<file path="config.mk">
export PLATFORM = sky130hd
export DESIGN_NAME = serial_frame_receiver
export DESIGN_NICKNAME = d
export VERILOG_FILES = /design/src/design/sfr_pkg.sv /design/src/design/sfr_core.sv /design/src/design/serial_frame_receiver.sv
export SDC_FILE = /design/constraint.sdc
export NUM_CORES = 1
export LEC_CHECK = 0
export ABC_AREA = 1
export BUFFER_PORTS_ARGS = -buffer_cell sky130_fd_sc_hd__buf_2
export CAP_MARGIN = 10
export CORE_MARGIN = 2
export CORE_UTILIZATION = 25
export DETAILED_ROUTE_END_ITERATION = 10
export GPL_ROUTABILITY_DRIVEN = 1
export PLACE_DENSITY = 0.44
export SYNTH_ARGS = -nofsm -noshare
export SYNTH_HDL_FRONTEND = slang
export SYNTH_SLANG_ARGS = --single-unit
</file>
<file path="constraint.sdc">
create_clock -name clk -period 4.5 [get_ports clk]
set_input_delay 0.675 -clock clk [delete_from_list [all_inputs] [get_ports clk]]
set_output_delay 0.675 -clock clk [all_outputs]
set_load 0.005 [all_outputs]
</file>
<file path="src/design/sfr_pkg.sv">
// shared types and constants for the serial frame receiver
`timescale 1ns / 1ps

package sfr_pkg;

  localparam logic [7:0] HDR_FIRST  = 8'hFB;
  localparam logic [7:0] HDR_SECOND = 8'h5A;

  // bytes a frame may hold before the next byte ends it with an overflow event
  localparam logic [7:0] BUF_LEN = 8'd64;

  localparam logic [15:0] IDLE_TIMEOUT_RST = 16'd100;

  localparam logic [2:0] EV_NONE     = 3'd0;
  localparam logic [2:0] EV_TAKEN    = 3'd1;
  localparam logic [2:0] EV_GOOD     = 3'd2;
  localparam logic [2:0] EV_BAD_SUM  = 3'd3;
  localparam logic [2:0] EV_OVERFLOW = 3'd4;
  localparam logic [2:0] EV_HDR_REJ  = 3'd5;
  localparam logic [2:0] EV_DISABLED = 3'd6;
  localparam logic [2:0] EV_TIMEOUT  = 3'd7;

  localparam logic CMD_BYTE = 1'b0;
  localparam logic CMD_TICK = 1'b1;

  localparam logic [0:0] REG_ENABLE       = 1'd0;
  localparam logic [0:0] REG_IDLE_TIMEOUT = 1'd1;

  typedef struct packed {
    logic [2:0] event_res;
    logic [7:0] byte_index;
    logic [7:0] byte_out;
    logic [7:0] frame_length;
    logic       bus_idle;
  } sfr_result_t;

endpackage

</file>
<file path="src/design/sfr_core.sv">
// deframing state and the per-word step logic
`timescale 1ns / 1ps

module sfr_core (
  input  logic                clk,
  input  logic                rst_n,
  input  logic                step_en,
  input  logic                command,
  input  logic [7:0]          data_byte,
  input  logic                enable,
  input  logic [15:0]         idle_timeout,
  output sfr_pkg::sfr_result_t result
);

  logic [7:0]  byte_count_r, byte_count_nxt;
  logic [7:0]  length_field_r, length_field_nxt;
  logic [7:0]  running_sum_r, running_sum_nxt;
  logic [15:0] idle_count_r, idle_count_nxt;

  logic [16:0] idle_inc;
  logic [7:0]  cnt;
  logic [7:0]  len_eff;

  assign idle_inc = {1'b0, idle_count_r} + 17'd1;
  assign cnt      = byte_count_r + 8'd1;
  // length byte counts from the moment it arrives
  assign len_eff  = (byte_count_r == 8'd2) ? data_byte : length_field_r;

  always_comb begin
    byte_count_nxt      = byte_count_r;
    length_field_nxt    = length_field_r;
    running_sum_nxt     = running_sum_r;
    idle_count_nxt      = idle_count_r;
    result.event_res    = sfr_pkg::EV_NONE;
    result.byte_index   = 8'd0;
    result.byte_out     = 8'd0;
    result.frame_length = 8'd0;

    if (command == sfr_pkg::CMD_TICK) begin
      if (idle_inc >= {1'b0, idle_timeout}) begin
        idle_count_nxt = idle_timeout;
        if (byte_count_r != 8'd0) begin
          result.event_res    = sfr_pkg::EV_TIMEOUT;
          result.frame_length = byte_count_r;
        end
        byte_count_nxt = 8'd0;
      end else begin
        idle_count_nxt = idle_inc[15:0];
      end
    end else begin
      idle_count_nxt  = 16'd0;
      result.byte_out = data_byte;
      if (!enable) begin
        result.event_res = sfr_pkg::EV_DISABLED;
      end else begin
        result.byte_index = byte_count_r;
        if (byte_count_r >= sfr_pkg::BUF_LEN) begin
          result.event_res    = sfr_pkg::EV_OVERFLOW;
          result.frame_length = byte_count_r;
          byte_count_nxt      = 8'd0;
        end else if (byte_count_r == 8'd0) begin
          if (data_byte != sfr_pkg::HDR_FIRST) begin
            result.event_res = sfr_pkg::EV_HDR_REJ;
          end else begin
            running_sum_nxt  = 8'd0;
            length_field_nxt = 8'd0;
            byte_count_nxt   = 8'd1;
            result.event_res = sfr_pkg::EV_TAKEN;
          end
        end else if (byte_count_r == 8'd1) begin
          if (data_byte != sfr_pkg::HDR_SECOND) begin
            result.event_res = sfr_pkg::EV_HDR_REJ;
            byte_count_nxt   = 8'd0;
          end else begin
            byte_count_nxt   = 8'd2;
            result.event_res = sfr_pkg::EV_TAKEN;
          end
        end else begin
          length_field_nxt = len_eff;
          if (cnt >= len_eff) begin
            result.event_res    = (running_sum_r == data_byte) ? sfr_pkg::EV_GOOD
                                                               : sfr_pkg::EV_BAD_SUM;
            result.frame_length = cnt;
            byte_count_nxt      = 8'd0;
          end else begin
            running_sum_nxt  = running_sum_r + data_byte;
            byte_count_nxt   = cnt;
            result.event_res = sfr_pkg::EV_TAKEN;
          end
        end
      end
    end

    result.bus_idle = (idle_count_nxt >= idle_timeout);
  end

  always_ff @(posedge clk) begin
    if (!rst_n) begin
      byte_count_r   <= 8'd0;
      length_field_r <= 8'd0;
      running_sum_r  <= 8'd0;
      idle_count_r   <= sfr_pkg::IDLE_TIMEOUT_RST;
    end else if (step_en) begin
      byte_count_r   <= byte_count_nxt;
      length_field_r <= length_field_nxt;
      running_sum_r  <= running_sum_nxt;
      idle_count_r   <= idle_count_nxt;
    end
  end

endmodule

</file>
<file path="src/design/serial_frame_receiver.sv">
// top level: input register, deframing step and result register
`timescale 1ns / 1ps

// Serial frame receiver. Each input word is a received UART byte or a timer
// tick; frames open with 0xFB 0x5A, byte 2 gives the total length, and the
// last byte is checked against an 8-bit sum of bytes 2..L-2. Every word gives
// exactly one result word. A word goes from the input register through the
// step logic into the result register, which loads once the word is held
// and the result register has room; out_tvalid rises as it loads. One word
// per cycle is sustained while out_tready stays high; the running count, sum
// and idle counter update in the single step stage. Both registers keep
// flowing while the downstream side stalls until they are full.
module serial_frame_receiver (
  input  logic        clk,
  input  logic        rst_n,
  input  logic        cfg_we,
  input  logic [0:0]  cfg_addr,
  input  logic [15:0] cfg_wdata,
  input  logic        in_tvalid,
  output logic        in_tready,
  input  logic [7:0]  in_tdata,   // data_byte
  input  logic        in_tuser,   // command
  output logic        out_tvalid,
  input  logic        out_tready,
  output logic [31:0] out_tdata,  // byte_index, byte_out, frame_length, bus_idle, zero pad
  output logic [2:0]  out_tuser   // event_res
);

  logic        enable_r;
  logic [15:0] idle_timeout_r;

  logic        in_valid_r;
  logic [7:0]  in_data_r;
  logic        in_cmd_r;

  logic        out_valid_r;
  sfr_pkg::sfr_result_t out_res_r;
  sfr_pkg::sfr_result_t step_res;

  logic advance;

  always_ff @(posedge clk) begin
    if (!rst_n) begin
      enable_r       <= 1'b0;
      idle_timeout_r <= sfr_pkg::IDLE_TIMEOUT_RST;
    end else if (cfg_we) begin
      case (cfg_addr)
        sfr_pkg::REG_ENABLE:       enable_r       <= cfg_wdata[0];
        sfr_pkg::REG_IDLE_TIMEOUT: idle_timeout_r <= cfg_wdata;
        default: ;
      endcase
    end
  end

  // step a word when the result register has room
  assign advance   = in_valid_r && (!out_valid_r || out_tready);
  assign in_tready = !in_valid_r || advance;

  always_ff @(posedge clk) begin
    if (!rst_n) begin
      in_valid_r <= 1'b0;
    end else if (in_tready) begin
      in_valid_r <= in_tvalid;
    end
  end

  always_ff @(posedge clk) begin
    if (in_tready && in_tvalid) begin
      in_data_r <= in_tdata;
      in_cmd_r  <= in_tuser;
    end
  end

  sfr_core u_core (
    .clk          (clk),
    .rst_n        (rst_n),
    .step_en      (advance),
    .command      (in_cmd_r),
    .data_byte    (in_data_r),
    .enable       (enable_r),
    .idle_timeout (idle_timeout_r),
    .result       (step_res)
  );

  always_ff @(posedge clk) begin
    if (!rst_n) begin
      out_valid_r <= 1'b0;
    end else if (!out_valid_r || out_tready) begin
      out_valid_r <= in_valid_r;
    end
  end

  always_ff @(posedge clk) begin
    if (advance) begin
      out_res_r <= step_res;
    end
  end

  assign out_tvalid = out_valid_r;
  assign out_tuser  = out_res_r.event_res;
  assign out_tdata  = {7'd0, out_res_r.bus_idle, out_res_r.frame_length,
                       out_res_r.byte_out, out_res_r.byte_index};

endmodule
</file>
==> flow_summary.toml, run 1 <==
[run_status]
outcome = "complete, no violations"

[final_layout]
syn2layout_area_growth_pct = 16.0
fillers = 2599
drive_above_1_share = 0.120
n_antenna_cell = 0
final_nets = 945
fin_util = 0.297
stdcell_count = 1185
design_area_um2 = 7010

[timing]
finalSetupViolCount = 0
slew_violations = 0
worst_pin_slew_ns = 0.865
max_freq_ghz = 0.250
fin_crit_sh = 0.890
finalSetupTns_ns = 0
max-slew-margin-rel = 0.422
period_needed_ns = 4.01
whs_ns = 0.460
rsz0062_at_grt = "no"
clock_skew_ns = 0.0138
hold_violations = 0

[placed_design]
gp_congestion = 0.833
post-dp-hpwl_um = 12200
place_area_um2 = 6660
io_buffers = 60
placed_cells_incl_taps = 1169

[floorplanning]
fp-row-count = 56
initial_core_util = 0.256
core_um2 = 23600
die_w_um = 159
ioPinCount = 68
die_area_um2 = 25400
fp.dieH_um = 159

[synth]
ys.warnings.count = 0
yosysSeqAreaShare = 0.380
async_flop_share = 0
synthDistinctLibCells = 40
synth_edf_count = 37
synthCells = 806
synthFlopType = "dfxtp_1"
mappedNetlistArea_um2 = 6040
synth.avg_cell_area_um2 = 7.49
ys_ff_latch = 96

[pwr]
powerDensity_nw_per_um2 = 340
ir_drop_uv = 148
p_leak_nw = 3.26

[clock_network]
clockBufferDepth = 2
cts.clk_slew.worst_paths_ns = 0.08
root_buffer = "clkbuf_16"
cts_buffers = 9
cts.sinks = 96
cts_hold_buffers = 0
cts_tree = "done"
h-tree-depth = 3
clock_latency_ns = 0.36

[drt]
first_iter_violations = 273
wl_per_cell_um = 13.5
via_per_inst = 4.39
drc_errors = 0
routed_wirelength_um = 16000
num_vias = 5203
drtAntennaViolNets = 0
dr.pass1.iters = 5

[min_path]
min-delay-start = "u_core.length_field_r[0]"
hp-class = "register to register"
whs_endpoint = "u_core.length_field_r[0]"
holdPathStages = 2

[setup_path]
r2r-end = "out_tdata[24]"
arrival_ns = 4.11
crit_fanout = 11
required_ns = 4.60
rrSetupSlack_ns = 0.49
r2r-start = "u_core.idle_count_r[0]"
crit_path_start_kind = "register"
endpoint_kind = "register"
rr_worst_depth = 24
criticalPathCategory = "register to register"

[global_route]
grt_pass1_vias = 4882
grt_max_degree = 48
grt_overflow = 0
track_usage = 0.128
grt_pass1_wl_um = 26000
antenna_found_initial = 0

[flow_run]
drv_cap = 0
==> cells in the mapped netlist (2+ instances only) <==
cell	n	area [µm²]
nand2_1	172	646
nand4_1	14	87.6
o211a_1	7	70.1
xor2_1	16	140
nor2_1	78	293
a211oi_1	2	15.0
nor2_4	2	22.5
buf_4	8	60.1
inv_2	3	11.3
nor2_2	3	18.8
or2_2	4	25.0
inv_1	106	398
buf_2	4	20.0
nor2_8	2	40.0
ha_1	52	651
xnor2_1	2	17.5
nand3_1	75	375
o21ai_0	45	225
nand3_2	2	20.0
a21oi_1	64	320
clkbuf_1	14	52.6
nor3_1	12	60.1
edfxtp_1	37	1110
o211ai_1	5	37.5
dfxtp_1	59	1180
nand2_2	2	12.5
o22ai_1	3	18.8
==> power by group <==
group | total [mW] | internal (mW) | leakage, nW | switching [mW]
Combinational | 0.521 | 0.173 | 2.26 | 0.349
Sequential | 0.980 | 0.950 | 0.836 | 0.0303
Clock | 0.884 | 0.502 | 0.165 | 0.382
Total | 2.39 | 1.62 | 3.26 | 0.761
==> layout by cell type, fill, tap and decap left out, types with 2 or more instances in the layout <==
master and n:
nor2_4 3, buf_4 6, o211ai_1 5, nand2_2 2, xor2_1 16, nor2_2 2, o21ai_0 45, nand3_1 75
conb_1 7, or2_2 4, clkbuf_16 9, bufinv_16 2, nor3_1 11, nor2_1 78, ha_1 52, nand3_2 2
nand4_1 14, inv_6 2, buf_2 60, o211a_1 7, a211oi_1 2, edfxtp_1 37, nand2_1 172, a21oi_1 64
o22ai_1 3, inv_1 105, dfxtp_1 59, nor2_8 2, inv_2 4, xnor2_1 2
==> through the flow <==
step	setup WS [ns]	power (mW)
floorplan	0.869	1.37
global placement	0.417	1.52
detailed placement	0.362	1.52
CTS	0.336	2.42
global route	0.00132	2.53
finish	0.494	2.39
==> critical path, cell delays in order (launching register included) <==
cell and delay, ns:
dfxtp_1 0.39, ha_1 0.20, nand2_1 0.07, nor2_1 0.19
nand2_1 0.13, nor3_2 0.19, nand2_1 0.09, xor2_1 0.16
ha_1 0.30, nand2_1 0.08, nor2_1 0.16, inv_1 0.07
nor2_1 0.16, nand4_1 0.13, nand4_2 0.22, buf_4 0.22
nand2_1 0.13, o22ai_1 0.16, ha_1 0.25, nand2_1 0.08
o21ai_0 0.08, nand2_1 0.07, o211ai_1 0.08, nand2_1 0.06
nand3_1 0.06
==> routing by layer <==
metal  vias to the layer above  share of wire  GRT usage
met2                        79           0.40      0.181
met4                         0          0.012     0.0372
met3                        11          0.033     0.0242
met1                      2352           0.56      0.194
li1                       2761              -          -
met5                         -              0          0
==> timing repair <==
item	in CTS	in global routing
setup buffers	0	0
resized for setup	0	2
endpoints found under the setup margin	0	1
==> cell families (layout without fill, tap and decap cells) <==
kind of cell	count (synthesis)	count (layout)	share of synthesized area
and+or+nand+nor	370	370	0.271
buffers and inverters	138	192	0.0928
AOI/OAI and AO/OA	130	130	0.119
DFF	96	96	0.380
adders and majority gates	53	53	0.111
xor gates and xnor gates	18	18	0.0261
other	1	7	0.000621
==> worst max-delay path by stage <==
stage	cells past startpoint	end	startpoint	slack, ns
after floorplan	27	out_tdata[24]	u_core.idle_count_r[0]	0.87
after global placement	27	out_tdata[24]	u_core.idle_count_r[0]	0.42
after detailed placement	27	out_tdata[24]	u_core.idle_count_r[0]	0.36
after CTS	27	out_tdata[24]	u_core.idle_count_r[0]	0.34
after global routing	24	out_tdata[24]	u_core.idle_count_r[0]	0.001
final	24	out_tdata[24]	u_core.idle_count_r[0]	0.49
==> layout make-up <==
class / instances / area (µm²) / share of cell area
multi-input cells: 578 / 3220 / 0.459
flip-flops and latches: 96 / 2290 / 0.327
inverters: 110 / 413 / 0.0589
well taps: 319 / 399 / 0.0570
repair buffers: 66 / 345 / 0.0493
clock buffers: 9 / 225 / 0.0321
clock inverters: 7 / 114 / 0.0162
==> flip-flops by register name, indices dropped and copies added, names as in the netlist <==
register,cells
in_data_r,8
in_cmd_r,1
u_core.running_sum_r,8
out_tdata,25
u_core.byte_count_r,8
out_tuser,3
idle_timeout_r,16
u_core.length_field_r,8
out_tvalid,1
in_valid_r,1
enable_r,1
u_core.idle_count_r,16
Power figures use the tool's default switching activity.
==> run 2, diff against run 1 <==
--- a/config.mk
+++ b/config.mk
@@ -9,10 +9,10 @@
 export BUFFER_PORTS_ARGS = -buffer_cell sky130_fd_sc_hd__buf_2
 export CAP_MARGIN = 10
 export CORE_MARGIN = 2
-export CORE_UTILIZATION = 25
+export CORE_UTILIZATION = 45
 export DETAILED_ROUTE_END_ITERATION = 10
 export GPL_ROUTABILITY_DRIVEN = 1
-export PLACE_DENSITY = 0.44
+export PLACE_DENSITY = 0.67
 export SYNTH_ARGS = -nofsm -noshare
 export SYNTH_HDL_FRONTEND = slang
 export SYNTH_SLANG_ARGS = --single-unit
==> flow_summary.toml, run 2 (same netlist as run 1, synthesis figures left out) <==
[run_status]
outcome = "complete, no violations"

[final_layout]
drive_above_1_share = 0.117
most-common-layout-cells = "172 x nand2_1, 105 x inv_1, 78 x nor2_1"
syn2layout_area_growth_pct = 12.7
final_nets = 943
final_common_cell = "nand2_1"
largest_register_ffs = 25
fin_util = 0.516

[min_path]
whs_endpoint = "u_core.length_field_r[0]"
min-delay-start = "u_core.length_field_r[0]"
hp-class = "register to register"
holdPathStages = 2

[placed_design]
post-dp-hpwl_um = 10200
gp_congestion = 0.886
pre_cts_ws_ns = 0.316
io_buffers = 60

[clock_network]
root_buffer = "clkbuf_16"
clockBufferDepth = 2
h-tree-depth = 3
cts.clk_slew.worst_paths_ns = 0.07
cts_tree = "done"
cts_buffers = 9
cts.sinks = 96
cts_hold_buffers = 0
clock_latency_ns = 0.36

[floorplanning]
initial_core_util = 0.458
core_um2 = 13200
fp-row-count = 42
fp.dieH_um = 120
ioPinCount = 68
die_w_um = 120
die_area_um2 = 14400

[setup_path]
crit_path_start_kind = "register"
rrSetupSlack_ns = 0.45
r2r-end = "out_tdata[24]"
endpoint_kind = "register"
rr_worst_depth = 26
required_ns = 4.60
r2r-start = "u_core.idle_count_r[0]"
crit_fanout = 17
arrival_ns = 4.15
criticalPathCategory = "register to register"

[pwr]
powerDensity_nw_per_um2 = 343
ir_drop_uv = 184
p_leak_nw = 3.25

[timing]
worst_slack_ns = 0.450
max_freq_ghz = 0.247
hold_violations = 0
max-slew-margin-rel = 0.447
clock_skew_ns = 0.00841
finalSetupTns_ns = 0
period_needed_ns = 4.05
fin_crit_sh = 0.900
finalSetupViolCount = 0
rsz0062_at_grt = "no"
worst_pin_slew_ns = 0.827
slew_violations = 0

[drt]
wl_per_cell_um = 13.2
via_per_inst = 5.04
drc_errors = 0
routed_wirelength_um = 13700
num_vias = 5242
first_iter_violations = 368
drtAntennaViolNets = 0
dr.pass1.iters = 5

[flow_run]
drv_cap = 0

[global_route]
grt_pass1_vias = 4667
grt_overflow = 0
grt_max_degree = 48
track_usage = 0.198
antenna_found_initial = 1
grt_pass1_wl_um = 22500
[run 2: metal layers]
metal / part of all wire / vias to the layer above / global-route usage
met3: 0.051 / 15 / 0.0285
met1: 0.53 / 2339 / 0.300
met5: 0 / - / 0
met4: 0.016 / 0 / 0.0706
li1: - / 2764 / -
met2: 0.41 / 124 / 0.286
[run 2: how the worst max path moves through the flow]
stage / startpoint / endpoint / slack (ns)
floorplan: u_core.idle_count_r[0] / out_tdata[24] / 0.87
global placement: u_core.idle_count_r[0] / out_tdata[24] / 0.37
detailed placement: u_core.idle_count_r[0] / out_tdata[24] / 0.32
CTS: u_core.idle_count_r[0] / out_tdata[24] / 0.27
global route: u_core.idle_count_r[0] / out_tdata[24] / 0.07
finish: u_core.idle_count_r[0] / out_tdata[24] / 0.45
[run 2: layout make-up]
cell class	instances	area, µm²
diodes	1	2.50
clock buffers	9	225
clock inverters	7	101
fillers	1276	6380
inverters	110	413
multi-input cells	578	3220
flip-flops and latches	96	2290
well taps	176	220
repair buffers	64	330
[run 2: power by group]
group	total (mW)	internal, mW	switching (mW)
Clock	0.844	0.494	0.350
Combinational	0.509	0.167	0.341
Sequential	0.980	0.950	0.0293
Total	2.33	1.61	0.721
[run 2: timing repair]
action                     in CTS  in global routing
gates resized for setup         0                  2
setup endpoints to repair       0                  1
setup buffers                   0                  0
[run 2: stage by stage]
step	total power [mW]	cell area, µm²	std cells	hold WS, ns
finish	2.33	6810	1041	0.463
global route	2.46	6800	1040	0.475
CTS	2.34	6790	1040	0.465
detailed placement	1.50	6460	1024	0.455
global placement	1.49	6460	1024	0.443
floorplan	1.37	6060	812	0.432
[run 2: worst max-delay path: stages, from the launching register on]
cell and delay (ns):
dfxtp_1 0.39, ha_1 0.20, nand2_1 0.06, nor2_1 0.18
nand2_1 0.12, nor3_1 0.28, nand2_1 0.11, xor2_1 0.19
ha_1 0.27, nand2_1 0.08, nor2_1 0.06, inv_1 0.06
nor2_1 0.06, nand2_1 0.08, nand2_1 0.06, nand2_1 0.06
nand3_1 0.10, nor2_4 0.34, nand2_1 0.19, o22ai_1 0.20
ha_1 0.25, nand2_1 0.08, o21ai_0 0.09, nand2_1 0.08
o211ai_1 0.08, nand2_1 0.06, nand3_1 0.06
